===== src/rtt_pkg.sv =====
`timescale 1ns / 1ps

package rtt_pkg;

  localparam int DEFAULT_ENTRIES = 16;

  localparam int OP_W    = 2;
  localparam int ENT_W   = 4;
  localparam int IVL_W   = 16;
  localparam int LIM_W   = 8;
  localparam int TIME_W  = 32;
  localparam int KIND_W  = 3;

  localparam logic [OP_W-1:0] OP_ADD    = 2'd0;
  localparam logic [OP_W-1:0] OP_REMOVE = 2'd1;
  localparam logic [OP_W-1:0] OP_UPDATE = 2'd2;
  localparam logic [OP_W-1:0] OP_TICK   = 2'd3;

  localparam logic [KIND_W-1:0] KIND_ADDED   = 3'd0;
  localparam logic [KIND_W-1:0] KIND_FULL    = 3'd1;
  localparam logic [KIND_W-1:0] KIND_RESEND  = 3'd2;
  localparam logic [KIND_W-1:0] KIND_TIMEOUT = 3'd3;
  localparam logic [KIND_W-1:0] KIND_DONE    = 3'd4;

  typedef struct packed {
    logic [TIME_W-1:0] deadline;
    logic [IVL_W-1:0]  interval;
    logic [LIM_W-1:0]  attempts;
  } entry_t;

  localparam int ENTRY_W = $bits(entry_t);

endpackage


===== src/rtt_ram.sv =====
`timescale 1ns / 1ps

module rtt_ram
  import rtt_pkg::*;
#(
  parameter int WIDTH = ENTRY_W,
  parameter int DEPTH = DEFAULT_ENTRIES,
  localparam int AW = (DEPTH > 1) ? $clog2(DEPTH) : 1
) (
  input  logic             clk,
  input  logic             we,
  input  logic [AW-1:0]    waddr,
  input  logic [WIDTH-1:0] wdata,
  input  logic [AW-1:0]    raddr,
  output logic [WIDTH-1:0] rdata
);

  logic [WIDTH-1:0] mem [DEPTH];

  always_ff @(posedge clk) begin
    if (we) begin
      mem[waddr] <= wdata;
    end
    rdata <= mem[raddr];
  end

endmodule


===== src/retransmit_timer_table.sv =====
`timescale 1ns / 1ps
// Add, remove and update: the single result is registered in the execute state, and
// busy is high for one cycle, so a new item is accepted only after busy has fallen.
// Tick: one table entry is read per cycle from the entry memory, and busy stays high
// until the done result appears; event results stream out and the done result ends the item.
// The receiver cannot stall. Reset clears the valid bits and the control state only;
// the entry memory is not cleared, since the contents of invalid entries are never used.

module retransmit_timer_table
  import rtt_pkg::*;
#(
  parameter int ENTRIES = DEFAULT_ENTRIES
) (
  input  logic              clk,
  input  logic              rst,
  input  logic              start,
  output logic              busy,
  input  logic [OP_W-1:0]   op,
  input  logic [ENT_W-1:0]  entry,
  input  logic [IVL_W-1:0]  resend_interval,
  input  logic [LIM_W-1:0]  attempt_limit,
  input  logic [TIME_W-1:0] now_ms,
  output logic              strobe,
  output logic [KIND_W-1:0] kind,
  output logic [ENT_W-1:0]  entry_index,
  output logic              last
);

  localparam int IDX_W = (ENTRIES > 1) ? $clog2(ENTRIES) : 1;
  localparam logic [IDX_W-1:0] LAST_IDX = IDX_W'(ENTRIES - 1);

  typedef enum logic [4:0] {
    ST_IDLE = 5'b00001,
    ST_EXEC = 5'b00010,
    ST_SCAN = 5'b00100,
    ST_LAST = 5'b01000,
    ST_FIN  = 5'b10000
  } state_t;

  state_t state;

  logic [OP_W-1:0]    op_r;
  logic [ENT_W-1:0]   entry_r;
  logic [IVL_W-1:0]   ivl_r;
  logic [LIM_W-1:0]   lim_r;
  logic [TIME_W-1:0]  now_r;
  logic [ENTRIES-1:0] valid;
  logic [IDX_W-1:0]   rd_cnt;
  logic [IDX_W-1:0]   pidx;
  logic               pend;

  logic               ram_we;
  logic [IDX_W-1:0]   ram_waddr;
  entry_t             ram_wdata;
  entry_t             rd_word;

  logic               free_found;
  logic [IDX_W-1:0]   free_idx;
  logic               in_range;
  logic [IDX_W-1:0]   ent_idx;
  logic               due;
  logic [LIM_W-1:0]   add_attempts;

  rtt_ram #(
    .WIDTH(ENTRY_W),
    .DEPTH(ENTRIES)
  ) u_ram (
    .clk  (clk),
    .we   (ram_we),
    .waddr(ram_waddr),
    .wdata(ram_wdata),
    .raddr(rd_cnt),
    .rdata(rd_word)
  );

  always_comb begin
    free_found = 1'b0;
    free_idx   = '0;
    for (int i = ENTRIES - 1; i >= 0; i--) begin
      if (!valid[i]) begin
        free_found = 1'b1;
        free_idx   = IDX_W'(i);
      end
    end
  end

  assign in_range     = ({28'd0, entry_r} < 32'(ENTRIES));
  assign ent_idx      = IDX_W'(entry_r);
  assign due          = pend && valid[pidx] && (now_r >= rd_word.deadline);
  assign add_attempts = (lim_r == '0) ? '0 : lim_r - LIM_W'(1);
  assign busy         = (state != ST_IDLE);

  always_comb begin
    ram_we    = 1'b0;
    ram_waddr = pidx;
    ram_wdata = '{deadline: now_r + TIME_W'(rd_word.interval),
                  interval: rd_word.interval,
                  attempts: rd_word.attempts - LIM_W'(1)};
    if (state == ST_EXEC) begin
      if (op_r == OP_ADD) begin
        ram_we    = free_found;
        ram_waddr = free_idx;
        ram_wdata = '{deadline: now_r + TIME_W'(ivl_r), interval: ivl_r,
                      attempts: add_attempts};
      end else if (op_r == OP_UPDATE) begin
        ram_we    = in_range;
        ram_waddr = ent_idx;
        ram_wdata = '{deadline: now_r, interval: ivl_r, attempts: lim_r};
      end
    end else if (due && (rd_word.attempts != '0)) begin
      ram_we = 1'b1;
    end
  end

  always_ff @(posedge clk) begin
    if (rst) begin
      state  <= ST_IDLE;
      strobe <= 1'b0;
      pend   <= 1'b0;
      valid  <= '0;
      rd_cnt <= '0;
    end else begin
      strobe <= 1'b0;
      unique case (state)
        ST_IDLE: begin
          if (start) begin
            op_r    <= op;
            entry_r <= entry;
            ivl_r   <= resend_interval;
            lim_r   <= attempt_limit;
            now_r   <= now_ms;
            rd_cnt  <= '0;
            state   <= (op == OP_TICK) ? ST_SCAN : ST_EXEC;
          end
        end
        ST_EXEC: begin
          strobe      <= 1'b1;
          last        <= 1'b1;
          kind        <= KIND_DONE;
          entry_index <= entry_r;
          unique case (op_r)
            OP_ADD: begin
              if (free_found) begin
                valid[free_idx] <= 1'b1;
                kind            <= KIND_ADDED;
                entry_index     <= ENT_W'(free_idx);
              end else begin
                kind        <= KIND_FULL;
                entry_index <= '0;
              end
            end
            OP_REMOVE: begin
              if (in_range) begin
                valid[ent_idx] <= 1'b0;
              end
            end
            OP_UPDATE: begin
              if (in_range) begin
                valid[ent_idx] <= 1'b1;
              end
            end
            default: begin
            end
          endcase
          state <= ST_IDLE;
        end
        ST_SCAN: begin
          pend   <= 1'b1;
          pidx   <= rd_cnt;
          rd_cnt <= rd_cnt + IDX_W'(1);
          if (rd_cnt == LAST_IDX) begin
            state <= ST_LAST;
          end
        end
        ST_LAST: begin
          pend  <= 1'b0;
          state <= ST_FIN;
        end
        ST_FIN: begin
          strobe      <= 1'b1;
          kind        <= KIND_DONE;
          entry_index <= '0;
          last        <= 1'b1;
          state       <= ST_IDLE;
        end
        default: begin
          state <= ST_IDLE;
        end
      endcase
      if (due) begin
        strobe      <= 1'b1;
        last        <= 1'b0;
        entry_index <= ENT_W'(pidx);
        if (rd_word.attempts == '0) begin
          valid[pidx] <= 1'b0;
          kind        <= KIND_TIMEOUT;
        end else begin
          kind <= KIND_RESEND;
        end
      end
    end
  end

endmodule


===== config.mk =====
export PLATFORM = sky130hd
export DESIGN_NAME = retransmit_timer_table
export DESIGN_NICKNAME = d
export VERILOG_FILES = /design/src/rtt_pkg.sv /design/src/rtt_ram.sv /design/src/retransmit_timer_table.sv
export SDC_FILE = /design/constraint.sdc
export NUM_CORES = 1
export LEC_CHECK = 0
export BUFFER_PORTS_ARGS = -buffer_cell sky130_fd_sc_hd__buf_2
export CAP_MARGIN = 10
export CORE_AREA = 2 2 328 297
export CTS_CLUSTER_DIAMETER = 120
export DETAILED_ROUTE_END_ITERATION = 10
export DIE_AREA = 0 0 330 299
export GPL_TIMING_DRIVEN = 0
export HOLD_SLACK_MARGIN = 0.03
export PLACE_DENSITY_LB_ADDON = 0.08
export SLEW_MARGIN = 20
export SYNTH_ARGS = -nofsm -noshare
export SYNTH_HDL_FRONTEND = slang
export SYNTH_SLANG_ARGS = --single-unit

===== constraint.sdc =====
create_clock -name clk -period 4.9 [get_ports clk]
set_input_delay 0.98 -clock clk [delete_from_list [all_inputs] [get_ports clk]]
set_output_delay 0.98 -clock clk [all_outputs]
set_load 0.01 [all_outputs]

* Word level (Yosys, flattened, before mapping)
Memories as Yosys holds them, arrays and structs flattened. A register that Yosys moved wholly into a read port is not among the register bits.
Cells that the tools add are included.
** Storage, ports and cells
- Output and inout bits :: 10
- Logic and storage cells :: 145
- Bits in registers :: 101
- Memories kept :: 1
- Input bits :: 65
- Memory bits (writable) :: 896
** Operators by class
- Magnitude comparators :: 7
- Add/subtract/negate cells :: 5
- Bitwise gates (word level) :: 7
- Reductions and logical operators :: 21
- Mux-type cells :: 78
- Equal/unequal tests :: 12
** Memory list
- u_ram.mem :: words 16, bits a word 56, read ports 1, clocked after Yosys merged registers in 1, wr ports 1, line rtt_ram.sv:18 : logic [WIDTH-1:0] mem [DEPTH];
** Operator list (number)
- 56-bit two-way mux :: 3
- 4-bit two-way mux :: 23
- 16-bit two-way mux :: 5
- 32-bit by 16-bit adder with 32-bit output :: 2
- 16-bit case mux with 3 select lines :: 1
- 16-bit bitwise AND :: 2
- 32-bit >= comparator :: 1
- 16-bit inverter :: 2
- 16-bit OR :: 2
- 1-bit two-way mux :: 31
- 8-bit zero test :: 2
- 4-bit case mux with 2 select lines :: 2
- 8-bit by 1-bit subtractor with 8-bit output (second input constant) :: 2
- 4-bit by 5-bit < comparator with 1-bit output (second input constant) :: 3
- 5-bit case mux with 3 select lines :: 1
- 1-bit demux with 4-bit select :: 3
- 4-bit by 1-bit >= comparator with 1-bit output (second input constant) :: 3
- 5-bit two-way mux :: 2
- 2-bit AND reduction :: 5
- 3-bit two-way mux :: 3
- 8-bit two-way mux :: 1
- 8-bit nonzero test :: 1
- 1-bit logical AND :: 6
- 3-bit case mux with 2 select lines :: 1
- other kinds (19) :: 23

* Longest topological paths before layout
- Depth in word-level cells :: 28
- Depth in mapped cells :: 12
- Mapped depth without buffers :: 11

* Cells and area by module
A second synthesis with hierarchy kept.
** Unflattened totals
- Cells, all modules :: 2417
- Area total of the unflattened synthesis :: 42947.4 um^2
** By module, submodules not included
- rtt_ram :: area an instance 34678.3 um^2, seq. area each 28026.9 um^2, cells each 1445, instances 1
- retransmit_timer_table :: area an instance 8269.2 um^2, seq. area each 2762.6 um^2, cells each 972, instances 1

* Worst setup path before layout
No wires, ideal clock.
- Kind :: register -> register
- Start :: reg now_r[17]
- End :: mem u_ram.mem[0][0] (netlist name), enable pin
- Period minus slack after synthesis :: 4.934 ns
- Path slack :: -0.034 ns
- Setup time :: 0.470 ns
- Path buffers :: 0
- Stages on the path, launching flop included :: 10
- Arrival :: 4.464 ns
- Required time :: 4.430 ns
- Cells stage by stage :: edfxtp_1 ha_1 a21oi_1 o21ai_0 a211oi_1 or3_1 o211a_1 o31ai_1 nand3_1 nor2_1
** On the way
- Longest elaborated chain between the ends :: 7
** Ends and longest elaborated chain
- from (decl) :: line retransmit_timer_table.sv:46 : logic [TIME_W-1:0] now_r;
- from (signal assigned) :: line retransmit_timer_table.sv:131 : now_r <= now_ms;
- 32-bit >= comparator :: line retransmit_timer_table.sv:89 : assign due = pend && valid[pidx] && (now_r >= rd_word.deadline);
- 1-bit logical AND :: line retransmit_timer_table.sv:89
- 1-bit logical AND :: line retransmit_timer_table.sv:110 : end else if (due && (rd_word.attempts != '0)) begin
- 1-bit two-way mux :: line retransmit_timer_table.sv:110
- 1-bit two-way mux :: line retransmit_timer_table.sv:99 : if (state == ST_EXEC) begin
- 1-bit two-way mux :: line rtt_ram.sv:21 : if (we) begin
- 1-bit two-way mux (implied by the code) :: line rtt_ram.sv:22 : mem[waddr] <= wdata;
- to (decl) :: line rtt_ram.sv:18
No other way between the ends.

* Worst setup path after layout
- Start :: reg now_r[30]
- End :: mem u_ram.mem[12][30] (netlist name), enable pin
Same word-level chain as after synthesis.

==> impl_metrics.json <==
{
  "status": "complete, but fails checks",
  "violations": "design-rule violations",
  "ys_seq_area_share_pct": 72.2,
  "yosysWarnings": 0,
  "rows": 108,
  "clkLatencyLatePin_ns": 0.69,
  "syn_to_final_growth_pct": 17.4,
  "seq_area_sq_um": 30800,
  "crit_fanout": 15,
  "fin_crit_sh_pct": 98.4,
  "grt_max_degree": 25,
  "synth_cell_type_count": 72,
  "ys_ff_latch": 1053,
  "cts_buffers": 109,
  "endpoint_kind": "flip-flop",
  "p_seq_share_pct": 53.5,
  "grt_overflow": 0,
  "antenna_found_initial": 1,
  "hold_path.class": "flip-flop to flip-flop",
  "total_power_w": 0.0185,
  "clkTransAtPathRegs_ns": 0.06,
  "die_area_sq_um": 98700,
  "fmax_mhz": 208,
  "cts_buffer_depth": 3,
  "finalMaxSlewViolations": 0,
  "tightest_slew_ns": 1.17,
  "root_buffer": "clkbuf_16",
  "hold_buffers": 0,
  "async_flop_share_pct": 0,
  "ir_drop_mv": 0.278,
  "nets": 2644,
  "synth-edff-count": 970,
  "multiInputGateArea_sq_um": 11500,
  "postSynthAreaPerCell_sq_um": 19.0,
  "syn-instance-count": 2246,
  "num_vias": 23070,
  "wl_mm": 117,
  "cts.sinks": 1053,
  "fillers": 7666,
  "htreeDepth": 3,
  "drt_iter0_markers": 2486,
  "routedWlPerCell_um": 30.2,
  "hold_viol": 0,
  "fin_skew_ns": 0.0285,
  "cts_tree": "yes",
  "netSwitchingPower_w": 0.00388,
  "grt_pass1_vias": 23507,
  "setup_viol": 0,
  "dieHeight_um": 299,
  "post-dp-hpwl_mm": 79.6,
  "io_buffers": 74,
  "maxCapViolations": 0,
  "leakagePower_nw": 16.0,
  "pre_cts_ws_ns": -0.183,
  "cp_data_required_time_ns": 5.27,
  "rsz0062_at_grt": "true",
  "vias_per_cell": 5.96,
  "p_clk_share_pct": 43.3,
  "swShare_pct": 21.0,
  "die_w_um": 330,
  "ios": 75,
  "syn-cell-area_sq_um": 42600,
  "min_period_ns": 4.82,
  "core_area_sq_um": 95700,
  "combPwrFrac_pct": 3.1,
  "intPower_w": 0.0146,
  "setup_ws_ns": 0.0808,
  "routabilityCongestion": 0.853,
  "crit_type": "flip-flop to flip-flop",
  "relSlewSlack_pct": 21.7,
  "dr.pass1.iters": 9,
  "cp.arrival_ns": 5.19,
  "hold_depth": 0,
  "rr_worst_depth": 11,
  "grt_first_pass_wirelength_mm": 167,
  "drc": 6,
  "synthFlopType": "edfxtp_1",
  "syn-num-nets": 2381,
  "grt_usage_pct": 24.0,
  "ant_nets": 0,
  "critPathLaunchType": "flip-flop",
  "drive_gt1_share_pct": 26.4,
  "p_per_area_nw_per_um2": 370,
  "worst_hold_slack_ns": 0.435,
  "start_util_pct": 44.5,
  "fin_util_pct": 52.3
}
critical path: stages (launching register included):
cell and delay (ns):
edfxtp_1 0.50, ha_1 0.35, nand4_1 0.27, nor4_2 0.58, o21ai_0 0.22, o211a_1 0.34
o31ai_1 0.57, nand3_1 0.49, nor2_4 0.48, buf_12 0.23, buf_12 0.21, buf_12 0.20
cells in the mapped netlist, types with 4 or more instances:
cell	count	share of area [%]
ha_1	68	2.0
o21a_1	9	0.16
o31a_1	4	0.082
o221ai_1	7	0.14
and3_1	11	0.16
and2_1	5	0.073
a31oi_1	16	0.23
nand2b_1	13	0.19
edfxtp_1	970	68
o22ai_1	12	0.18
and4_1	4	0.082
o21ai_0	67	0.79
xnor2_1	23	0.47
mux4_2	285	15
a22oi_1	5	0.088
nand3_1	28	0.33
a21boi_0	6	0.11
xor2_1	21	0.43
o211ai_1	7	0.12
a211o_1	6	0.12
dfxtp_1	83	3.9
clkbuf_1	67	0.59
a21oi_1	67	0.79
o31ai_1	10	0.18
nor4_1	9	0.13
a211oi_1	17	0.30
a21o_1	17	0.30
nand2_1	120	1.1
nor2_1	93	0.82
nand4_1	10	0.15
inv_1	59	0.52
buf_1	26	0.23
buf_2	5	0.059
nand3b_1	5	0.088
nor2b_1	9	0.13
nor3_1	23	0.27
power groups by stage:
stage / clock [W] / combinational [W] / sequential [W]
finish: 0.00803 / 0.000579 / 0.00992
global route: 0.00852 / 0.000633 / 0.00992
CTS: 0.00819 / 0.000569 / 0.00992
detailed placement: 0 / 0.000567 / 0.0101
global placement: 0 / 0.000511 / 0.0101
floorplan: 0 / 0.000330 / 0.0101
cell type report:
type	count	area share, %
Antenna cell	1	0.00500
Buffer	100	0.851
Clock buffer	150	6.15
Clock inverter	54	0.801
Inverter	60	0.450
Multi-Input combinational cell	1033	23.0
Sequential cell	1053	61.6
Tap cell	1265	3.16
Timing Repair Buffer	152	4.00
what timing repair did:
action | 4_1_cts | 5_1_grt
pin swaps | 1 | 1
resized for setup | 1 | 0
setup buffers | 4 | 1
endpoints found under the setup margin | 157 | 30
cell usage in the layout, fill, tap and decap left out, drive strengths merged, types with 5 or more instances in the layout:
cell	instances
edfxtp	970
a21o	17
o211ai	7
nor3	23
xor2	21
xnor2	23
buf	182
a22oi	5
mux4	285
nand2b	13
and3	11
a211o	6
a21boi	6
a211oi	17
nor4	11
inv	62
o21a	9
ha	68
and2	5
clkbuf	220
nand4	10
nand2	120
o31ai	10
nand3b	5
a21oi	67
a31oi	16
o21ai	67
dfxtp	83
o22ai	12
nand3	28
nor2	93
nor2b	9
clkinv	47
o221ai	7
metal layers:
layer / part of all wire (%) / GRT usage [%]
met5: 0 / 0
met4: 2.5 / 6.53
met3: 6.8 / 4.36
met2: 47 / 37.6
met1: 44 / 34.7
through the flow:
stage | setup TNS [ns] | area (sq um) | instances
4_1_cts | 0 | 49900 | 3865
6_report | 0 | 50000 | 3868
3_3_place_gp | -4462.35 | 44600 | 3585
5_1_grt | -0.464 | 50000 | 3867
2_1_floorplan | -25.10 | 42600 | 2246
3_5_place_dp | -9.20 | 46300 | 3657
kinds of logic after synthesis:
logic type                 after synthesis  synth area share (%)
and+or+nand+nor                        348                  3.85
DFF                                   1053                  72.2
adders and majority gates               70                  2.09
AOI/OAI and AO/OA                      282                  4.30
buffers and inverters                  160                  1.46
muxes                                  289                  15.2
xor gates and xnor gates                44                 0.904
sequential cells by signal (all words and copies together) (netlist names), 2 cells and up:
name,cells
pidx,4
lim_r,8
kind,3
valid,16
entry_index,4
u_ram.mem,896
state,5
op_r,2
ivl_r,16
ent_idx,4
now_r,32
u_ram.rdata,56
rd_cnt,4
path summary, 6_finish.rpt:
| path | from | end | slack [ns] |
|---|---|---|---|
| worst max-delay path | now_r[30] | u_ram.mem[12][30] | 0.08 |
| worst min-delay path | rd_cnt[2] | pidx[2] | 0.43 |
| worst max register to register | now_r[30] | u_ram.mem[12][30] | 0.08 |
| worst min register to register | rd_cnt[2] | pidx[2] | 0.43 |
No activity file was read; power rests on OpenSTA's default activity.
